===== src/rtl/skt_pkg.sv =====
// Shared types and codes for the sorted key table.
// Holds beat structs, opcode/status codes and controller-datapath command types.
// No dependencies.
package skt_pkg;

   localparam logic [1:0] OP_INSERT  = 2'd0;
   localparam logic [1:0] OP_DELETE  = 2'd1;
   localparam logic [1:0] OP_READOUT = 2'd2;

   localparam logic [1:0] ST_OK        = 2'd0;
   localparam logic [1:0] ST_NOT_FOUND = 2'd1;
   localparam logic [1:0] ST_EMPTY     = 2'd2;
   localparam logic [1:0] ST_FULL      = 2'd3;

   localparam int FILL_W = 5;

   typedef struct packed {
      logic [1:0]         opcode;
      logic signed [31:0] key;
      logic [31:0]        record_tag;
   } req_type;

   typedef struct packed {
      logic [1:0]          status;
      logic signed [31:0]  out_key;
      logic [31:0]         out_tag;
      logic [FILL_W-1:0]   fill_level;
      logic                last_of_run;
   } rsp_type;

   typedef enum logic [2:0] {
      IDX_HOLD,
      IDX_ZERO,
      IDX_COUNT,
      IDX_INC,
      IDX_DEC
   } idx_op_type;

   typedef enum logic [1:0] {
      CNT_HOLD,
      CNT_INC,
      CNT_DEC
   } cnt_op_type;

   typedef enum logic [1:0] {
      OFS_M1,
      OFS_0,
      OFS_P1
   } ofs_type;

   typedef enum logic {
      WR_FROM_MEM,
      WR_FROM_REQ
   } wr_src_type;

   typedef enum logic [1:0] {
      RSP_FROM_REQ,
      RSP_FROM_MEM,
      RSP_ZERO
   } rsp_src_type;

   typedef struct packed {
      logic        req_load;
      idx_op_type  idx_op;
      cnt_op_type  cnt_op;
      logic        rd_en;
      ofs_type     rd_ofs;
      logic        wr_en;
      wr_src_type  wr_src;
      logic        rsp_load;
      rsp_src_type rsp_src;
      logic [1:0]  rsp_status;
      logic        rsp_last;
   } cmd_type;

   typedef struct packed {
      logic count_zero;
      logic count_full;
      logic idx_is_one;
      logic idx_is_last;
      logic idx_next_last;
      logic key_less;
      logic key_equal;
      logic slot_free;
   } sts_type;

endpackage


===== src/rtl/skt_datapath.sv =====
// Datapath of the sorted key table: request register, key/tag memories,
// index and count registers, response register. Uses skt_pkg.
module skt_datapath #(
   parameter int DEPTH = 16
) (
   input  logic              clock,
   input  logic              reset,
   input  skt_pkg::req_type  req_data,
   output skt_pkg::rsp_type  rsp_data,
   output logic              rsp_valid,
   input  logic              rsp_ready,
   input  skt_pkg::cmd_type  cmd,
   output skt_pkg::sts_type  sts
);

   localparam int CW = $clog2(DEPTH + 1);
   localparam int AW = (DEPTH > 1) ? $clog2(DEPTH) : 1;

   logic signed [31:0] key_mem [DEPTH];
   logic [31:0]        tag_mem [DEPTH];

   skt_pkg::req_type   req_ff;
   logic signed [31:0] rd_key_ff;
   logic [31:0]        rd_tag_ff;
   logic [CW-1:0]      idx_ff, idx_in;
   logic [CW-1:0]      count_ff, count_in;
   logic [CW-1:0]      rd_addr_full;
   logic [AW-1:0]      rd_addr, wr_addr;
   logic signed [31:0] wr_key;
   logic [31:0]        wr_tag;
   logic               rsp_valid_ff, rsp_valid_in;
   skt_pkg::rsp_type   rsp_ff, rsp_in;
   logic [CW:0]        idx_p1, idx_p2;

   always_comb begin
      case (cmd.idx_op)
         skt_pkg::IDX_ZERO:  idx_in = '0;
         skt_pkg::IDX_COUNT: idx_in = count_ff;
         skt_pkg::IDX_INC:   idx_in = idx_ff + CW'(1);
         skt_pkg::IDX_DEC:   idx_in = idx_ff - CW'(1);
         default:            idx_in = idx_ff;
      endcase
   end

   always_comb begin
      case (cmd.cnt_op)
         skt_pkg::CNT_INC: count_in = count_ff + CW'(1);
         skt_pkg::CNT_DEC: count_in = count_ff - CW'(1);
         default:          count_in = count_ff;
      endcase
   end

   // read address is relative to the index as it will be next cycle
   always_comb begin
      case (cmd.rd_ofs)
         skt_pkg::OFS_M1: rd_addr_full = idx_in - CW'(1);
         skt_pkg::OFS_P1: rd_addr_full = idx_in + CW'(1);
         default:         rd_addr_full = idx_in;
      endcase
   end

   assign rd_addr = rd_addr_full[AW-1:0];
   assign wr_addr = idx_ff[AW-1:0];
   assign wr_key  = (cmd.wr_src == skt_pkg::WR_FROM_REQ) ? req_ff.key : rd_key_ff;
   assign wr_tag  = (cmd.wr_src == skt_pkg::WR_FROM_REQ) ? req_ff.record_tag : rd_tag_ff;

   always_ff @(posedge clock) begin
      if (cmd.wr_en) begin
         key_mem[wr_addr] <= wr_key;
         tag_mem[wr_addr] <= wr_tag;
      end
      if (cmd.rd_en) begin
         rd_key_ff <= key_mem[rd_addr];
         rd_tag_ff <= tag_mem[rd_addr];
      end
   end

   always_comb begin
      rsp_in             = rsp_ff;
      rsp_in.status      = cmd.rsp_status;
      rsp_in.fill_level  = skt_pkg::FILL_W'(count_in);
      rsp_in.last_of_run = cmd.rsp_last;
      case (cmd.rsp_src)
         skt_pkg::RSP_FROM_MEM: begin
            rsp_in.out_key = rd_key_ff;
            rsp_in.out_tag = rd_tag_ff;
         end
         skt_pkg::RSP_FROM_REQ: begin
            rsp_in.out_key = req_ff.key;
            rsp_in.out_tag = '0;
         end
         default: begin
            rsp_in.out_key = '0;
            rsp_in.out_tag = '0;
         end
      endcase
   end

   assign sts.slot_free = !rsp_valid_ff || rsp_ready;
   assign rsp_valid_in  = cmd.rsp_load || (rsp_valid_ff && !rsp_ready);

   always_ff @(posedge clock) begin
      if (reset) begin
         idx_ff       <= '0;
         count_ff     <= '0;
         rsp_valid_ff <= 1'b0;
      end else begin
         idx_ff       <= idx_in;
         count_ff     <= count_in;
         rsp_valid_ff <= rsp_valid_in;
      end
      if (cmd.req_load) begin
         req_ff <= req_data;
      end
      if (cmd.rsp_load) begin
         rsp_ff <= rsp_in;
      end
   end

   assign idx_p1 = {1'b0, idx_ff} + (CW + 1)'(1);
   assign idx_p2 = {1'b0, idx_ff} + (CW + 1)'(2);

   assign sts.count_zero    = (count_ff == '0);
   assign sts.count_full    = (count_ff == CW'(DEPTH));
   assign sts.idx_is_one    = (idx_ff == CW'(1));
   assign sts.idx_is_last   = (idx_p1 == {1'b0, count_ff});
   assign sts.idx_next_last = (idx_p2 == {1'b0, count_ff});
   assign sts.key_less      = (rd_key_ff < req_ff.key);
   assign sts.key_equal     = (rd_key_ff == req_ff.key);

   assign rsp_data  = rsp_ff;
   assign rsp_valid = rsp_valid_ff;

`ifndef SYNTHESIS
   a_count_in_range: assert property (@(posedge clock) disable iff (reset)
      count_ff <= CW'(DEPTH))
      else $error("record count beyond table depth");

   a_no_rw_collide: assert property (@(posedge clock) disable iff (reset)
      (cmd.wr_en && cmd.rd_en) |-> (wr_addr != rd_addr))
      else $error("shift reads the entry it writes");

   a_load_into_free: assert property (@(posedge clock) disable iff (reset)
      cmd.rsp_load |-> sts.slot_free)
      else $error("response overwritten before taken");
`endif

endmodule


===== src/rtl/skt_control.sv =====
// Controller of the sorted key table: sequences insert, delete and readout
// over the datapath. Uses skt_pkg.
module skt_control (
   input  logic             clock,
   input  logic             reset,
   input  logic             req_valid,
   output logic             req_ready,
   input  logic [1:0]       req_opcode,
   input  skt_pkg::sts_type sts,
   output skt_pkg::cmd_type cmd
);

   typedef enum logic [3:0] {
      S_IDLE,
      S_INS_START,
      S_INS_SCAN,
      S_INS_PUT,
      S_DEL_START,
      S_DEL_FIND,
      S_DEL_SHIFT,
      S_RD_START,
      S_RD_DATA,
      S_EMIT
   } state_type;

   state_type            state_ff, state_in;
   logic [1:0]           status_ff, status_in;
   skt_pkg::rsp_src_type src_ff, src_in;
   skt_pkg::cnt_op_type  cnt_pend_ff, cnt_pend_in;

   assign req_ready = (state_ff == S_IDLE);

   always_comb begin
      state_in    = state_ff;
      status_in   = status_ff;
      src_in      = src_ff;
      cnt_pend_in = cnt_pend_ff;

      cmd            = '0;
      cmd.idx_op     = skt_pkg::IDX_HOLD;
      cmd.cnt_op     = skt_pkg::CNT_HOLD;
      cmd.rd_ofs     = skt_pkg::OFS_0;
      cmd.wr_src     = skt_pkg::WR_FROM_MEM;
      cmd.rsp_src    = skt_pkg::RSP_FROM_REQ;
      cmd.rsp_status = skt_pkg::ST_OK;

      unique case (state_ff)
         S_IDLE: begin
            cmd.req_load = req_valid;
            if (req_valid) begin
               unique case (req_opcode)
                  skt_pkg::OP_INSERT:  state_in = S_INS_START;
                  skt_pkg::OP_DELETE:  state_in = S_DEL_START;
                  skt_pkg::OP_READOUT: state_in = S_RD_START;
                  default:             state_in = S_IDLE;
               endcase
            end
         end

         S_INS_START: begin
            src_in = skt_pkg::RSP_FROM_REQ;
            if (sts.count_full) begin
               status_in   = skt_pkg::ST_FULL;
               cnt_pend_in = skt_pkg::CNT_HOLD;
               state_in    = S_EMIT;
            end else begin
               cmd.idx_op = skt_pkg::IDX_COUNT;
               if (sts.count_zero) begin
                  state_in = S_INS_PUT;
               end else begin
                  cmd.rd_en  = 1'b1;
                  cmd.rd_ofs = skt_pkg::OFS_M1;
                  state_in   = S_INS_SCAN;
               end
            end
         end

         S_INS_SCAN: begin
            cmd.wr_en = 1'b1;
            if (sts.key_less) begin
               cmd.wr_src  = skt_pkg::WR_FROM_REQ;
               status_in   = skt_pkg::ST_OK;
               cnt_pend_in = skt_pkg::CNT_INC;
               state_in    = S_EMIT;
            end else begin
               cmd.idx_op = skt_pkg::IDX_DEC;
               if (sts.idx_is_one) begin
                  state_in = S_INS_PUT;
               end else begin
                  cmd.rd_en  = 1'b1;
                  cmd.rd_ofs = skt_pkg::OFS_M1;
               end
            end
         end

         S_INS_PUT: begin
            cmd.wr_en   = 1'b1;
            cmd.wr_src  = skt_pkg::WR_FROM_REQ;
            status_in   = skt_pkg::ST_OK;
            cnt_pend_in = skt_pkg::CNT_INC;
            state_in    = S_EMIT;
         end

         S_DEL_START: begin
            src_in      = skt_pkg::RSP_FROM_REQ;
            cnt_pend_in = skt_pkg::CNT_HOLD;
            if (sts.count_zero) begin
               status_in = skt_pkg::ST_EMPTY;
               state_in  = S_EMIT;
            end else begin
               cmd.idx_op = skt_pkg::IDX_ZERO;
               cmd.rd_en  = 1'b1;
               state_in   = S_DEL_FIND;
            end
         end

         S_DEL_FIND: begin
            if (sts.key_equal) begin
               if (sts.idx_is_last) begin
                  status_in   = skt_pkg::ST_OK;
                  cnt_pend_in = skt_pkg::CNT_DEC;
                  state_in    = S_EMIT;
               end else begin
                  cmd.rd_en  = 1'b1;
                  cmd.rd_ofs = skt_pkg::OFS_P1;
                  state_in   = S_DEL_SHIFT;
               end
            end else if (sts.idx_is_last) begin
               status_in = skt_pkg::ST_NOT_FOUND;
               state_in  = S_EMIT;
            end else begin
               cmd.idx_op = skt_pkg::IDX_INC;
               cmd.rd_en  = 1'b1;
            end
         end

         S_DEL_SHIFT: begin
            cmd.wr_en  = 1'b1;
            cmd.idx_op = skt_pkg::IDX_INC;
            if (sts.idx_next_last) begin
               status_in   = skt_pkg::ST_OK;
               cnt_pend_in = skt_pkg::CNT_DEC;
               state_in    = S_EMIT;
            end else begin
               cmd.rd_en  = 1'b1;
               cmd.rd_ofs = skt_pkg::OFS_P1;
            end
         end

         S_RD_START: begin
            if (sts.count_zero) begin
               src_in      = skt_pkg::RSP_ZERO;
               status_in   = skt_pkg::ST_EMPTY;
               cnt_pend_in = skt_pkg::CNT_HOLD;
               state_in    = S_EMIT;
            end else begin
               cmd.idx_op = skt_pkg::IDX_ZERO;
               cmd.rd_en  = 1'b1;
               state_in   = S_RD_DATA;
            end
         end

         S_RD_DATA: begin
            if (sts.slot_free) begin
               cmd.rsp_load = 1'b1;
               cmd.rsp_src  = skt_pkg::RSP_FROM_MEM;
               cmd.rsp_last = sts.idx_is_last;
               if (sts.idx_is_last) begin
                  state_in = S_IDLE;
               end else begin
                  cmd.idx_op = skt_pkg::IDX_INC;
                  cmd.rd_en  = 1'b1;
               end
            end
         end

         S_EMIT: begin
            if (sts.slot_free) begin
               cmd.rsp_load   = 1'b1;
               cmd.rsp_src    = src_ff;
               cmd.rsp_status = status_ff;
               cmd.rsp_last   = 1'b1;
               cmd.cnt_op     = cnt_pend_ff;
               state_in       = S_IDLE;
            end
         end

         default: state_in = S_IDLE;
      endcase
   end

   always_ff @(posedge clock) begin
      if (reset) begin
         state_ff    <= S_IDLE;
         status_ff   <= skt_pkg::ST_OK;
         src_ff      <= skt_pkg::RSP_FROM_REQ;
         cnt_pend_ff <= skt_pkg::CNT_HOLD;
      end else begin
         state_ff    <= state_in;
         status_ff   <= status_in;
         src_ff      <= src_in;
         cnt_pend_ff <= cnt_pend_in;
      end
   end

endmodule


===== src/rtl/sorted_key_table_top.sv =====
// Sorted key table, top level: up to DEPTH signed-key/tag records in key order.
// An insert into a full table and a delete from an empty one skip the memory
// walk. Readout gives one beat per cycle while rsp_ready is held high. Items
// are taken one at a time. Reset clears count and control; record memories
// are not cleared, only entries below the count are read.
module sorted_key_table_top #(
   parameter int DEPTH = 16
) (
   input  logic             clock,
   input  logic             reset,
   input  logic             req_valid,
   output logic             req_ready,
   input  skt_pkg::req_type req_data,
   output logic             rsp_valid,
   input  logic             rsp_ready,
   output skt_pkg::rsp_type rsp_data
);

   // command/status link between sequencer and datapath
   skt_pkg::cmd_type cmd;
   skt_pkg::sts_type sts;

   // Sequencer: one state per walk step; insert walks down from the tail,
   // moving each larger-or-equal record up one slot; delete walks up from the
   // head to the first match, then pulls the rest down one slot.
   skt_control u_control (
      .clock      (clock),
      .reset      (reset),
      .req_valid  (req_valid),
      .req_ready  (req_ready),
      .req_opcode (req_data.opcode),
      .sts        (sts),
      .cmd        (cmd)
   );

   // Datapath: memories with registered read, one move per cycle; the
   // response register lets a result beat wait while a new item is taken.
   skt_datapath #(
      .DEPTH (DEPTH)
   ) u_datapath (
      .clock     (clock),
      .reset     (reset),
      .req_data  (req_data),
      .rsp_data  (rsp_data),
      .rsp_valid (rsp_valid),
      .rsp_ready (rsp_ready),
      .cmd       (cmd),
      .sts       (sts)
   );

endmodule

===== config.mk =====
export PLATFORM = sky130hd
export DESIGN_NAME = sorted_key_table_top
export DESIGN_NICKNAME = d
export VERILOG_FILES = /design/src/rtl/skt_pkg.sv /design/src/rtl/skt_datapath.sv /design/src/rtl/skt_control.sv /design/src/rtl/sorted_key_table_top.sv
export SDC_FILE = /design/constraint.sdc
export NUM_CORES = 1
export LEC_CHECK = 0
export ABC_AREA = 1
export BUFFER_PORTS_ARGS = -buffer_cell sky130_fd_sc_hd__buf_2
export CORE_MARGIN = 2
export CORE_UTILIZATION = 39
export CTS_BUF_LIST = sky130_fd_sc_hd__clkbuf_4
export DETAILED_ROUTE_END_ITERATION = 12
export HOLD_SLACK_MARGIN = 0.15
export SYNTH_ARGS = -nofsm -noshare
export SYNTH_HDL_FRONTEND = slang
export SYNTH_SLANG_ARGS = --single-unit

===== constraint.sdc =====
create_clock -name clock -period 8.2 [get_ports clock]
set_input_delay 1.64 -clock clock [delete_from_list [all_inputs] [get_ports clock]]
set_output_delay 1.64 -clock clock [all_outputs]
set_load 0.05 [all_outputs]

==> impl_metrics.yaml <==
detailed_routing:
  antenna_left: 0
  drt_iter0_markers: 3115
  dr.pass1.iters: 5
  post_drt_wl_per_cell_um: 18.2
  drc: 0
  drt-total-wl_mm: 148
  viasPerCell: 4.81
  vias: 39185
sta:
  slew_headroom: 0.218
  clock_skew_ns: 0.101
  fmaxAchievable_mhz: 174
  setup_viol: 0
  setup_tns_ns: 0
  final.period_utilization: 0.700
  setup_ws_ns: 2.46
  hold_viol: 0
  final_max_slew_viol_count: 0
  tightest_slew_ns: 1.17
  rsz0062_at_grt: "false"
  min_period_ns: 5.74
clock_network:
  cts.clk_slew.worst_paths_ns: 0.06
  cts_sinks: 1244
  cts_tree: "built"
  cts.path.max_buffers: 4
  numCtsBuffers: 340
  cts_setup_buffers: 0
  post_cts_resize_count: 0
  h-tree-depth: 5
  cts_hold_buffers: 0
  worstSkewPairLatency_ns: 1.25
  cts-root-buf: "clkbuf_4"
global_route:
  overflow: 0
  grt_use_total: 0.201
  grt_pass1_wl_mm: 223
  grt_max_degree: 160
  grt_pass1_vias: 37508
  antenna_found_initial: 6
finish:
  synthToLayoutAreaGrowth_pct: 12.4
  fin_nets: 6133
  stdcell_count: 8141
  drive_gt1_frac: 0.134
logic_synthesis:
  postSynthAreaPerCell_um2: 9.91
  yosysWarnings: 0
  syn_nets: 5784
  synth.distinct_cells: 43
  synth_edf_count: 1224
  yosys_most_used_dff: "edfxtp_1"
  syn_area_mm2: 0.0561
  ys_seq_area_frac: 0.662
  async_flop_share: 0
  synthCells: 5664
  ys_seq_elements: 1244
critical_path:
  path_buf_inv: 4
  cp_slowest_cell: "buf_4"
  cpMostUsedCell: "nand2_1"
  required_ns: 9.22
  path_delay_family: "simple AND/OR/NAND/NOR gates"
  arrival_ns: 6.76
  slowest_delay_ns: 0.75
  cp_max_fo: 44
  cp-end-kind: "flop"
  crit_path_start_kind: "flop"
  crit_type: "reg -> reg"
die:
  start_util: 0.392
  die_area_mm2: 0.147
  die_w_um: 383
  core_mm2: 0.143
  die_y_um: 383
  rows: 139
  io_pins: 144
placed_design:
  dpl.hpwl_mm: 75.6
  dp.cells: 7574
  dp_slack_ns: 2.33
  gp_congestion: 0.866
  port_buffers: 143
worst_hold_path:
  hold_path.class: "reg -> reg"
run:
  drv_cap: 0
run_status:
  status: "complete, no violations"
layer usage:
metal	vias up	GRT usage	wire (um)
li1	18880	-	-
met1	18533	0.275	64800
met2	1482	0.319	67600
met3	286	0.0338	11800
met4	4	0.0794	4020
met5	-	0	30
final cells by class:
class	instances	area (um^2)
Clock buffer	488	3660
Tap cell	1903	2380
Multi-Input combinational cell	2970	13200
Fill cell	13501	80100
Timing Repair Buffer	267	1780
Sequential cell	1244	37200
Antenna cell	4	10.0
Inverter	1190	4470
Clock inverter	75	373
placed cells by master (no fill, tap or decap), types with 5 or more instances in the layout:
master / instances
nand2_1: 1864
edfxtp_1: 1224
inv_1: 1182
nand3_1: 732
clkbuf_4: 488
buf_2: 143
buf_4: 113
nor2_1: 89
o21ai_0: 78
clkinv_1: 53
ha_1: 49
o22ai_1: 32
a21oi_1: 31
dfxtp_1: 20
inv_2: 17
nor2_4: 16
buf_12: 11
clkinv_2: 10
nand2_4: 9
nand2_2: 8
nand4_1: 8
a211oi_1: 6
xnor2_1: 5
final timing paths:
path,start,end,slack (ns),depth (start not counted)
worst max-delay path,u_datapath.req_ff[35],u_datapath.rd_key_ff[19],2.46,28
worst min-delay path,u_control.status_ff[1],u_control.status_ff[1],0.47,2
worst max register to register,u_datapath.req_ff[35],u_datapath.rd_key_ff[19],2.46,28
worst min register to register,u_control.status_ff[1],u_control.status_ff[1],0.47,2
kinds of logic after synthesis:
group / Yosys count / share of synthesized area
DFF: 1244 / 0.662
adders and majority gates: 50 / 0.0113
AOI/OAI and AO/OA: 164 / 0.0163
buffers and inverters: 1450 / 0.106
and+or+nand+nor: 2747 / 0.203
xor gates and xnor gates: 9 / 0.00140
Yosys cell counts (all sizes together), types with 2 or more instances:
cell type     n  area (um^2)
a211oi        6         45.0
a21o          3         22.5
a21oi        31          155
a31oi         4         25.0
buf         224         1350
clkbuf       36          135
dfxtp        20          400
edfxtp     1224        36800
ha           49          613
inv        1189         4460
nand2      1883         7110
nand3       737         3720
nand4         9         62.6
nor2        107          407
nor3          8         62.6
o211ai        2         15.0
o21ai        82          418
o22ai        32          200
xnor2         5         43.8
xor2          4         35.0
state kept, by name, summed over array words and instances, names as in the netlist, 4 cells and up:
register and cells:
u_datapath.rd_key_ff 32, u_control.state_ff 4, u_datapath.rd_tag_ff 32, u_datapath.tag_mem 512, u_datapath.req_ff 64, u_datapath.rsp_data 72, u_datapath.key_mem 512, u_datapath.count_ff 5
u_datapath.idx_ff 5
tightest hold or removal path, stage by stage (launching register included):
cell      delay (ns)
dfxtp_1         0.29
inv_1           0.07
a211oi_1        0.06
metrics by stage:
| stage | area, um^2 | hold slack (ns) | utilization |
|---|---|---|---|
| 2_1_floorplan | 56100 | 0.438 | - |
| 3_3_place_gp | 59000 | 0.459 | 0.412 |
| 3_5_place_dp | 59000 | 0.456 | 0.412 |
| 4_1_cts | 63100 | 0.458 | 0.441 |
| 5_1_grt | 63100 | 0.498 | 0.441 |
| 6_report | 63100 | 0.474 | 0.441 |
Power is left out: the tool's default activity adds up to more than one toggle a clock period on the data nets, which glitch-free logic cannot reach.
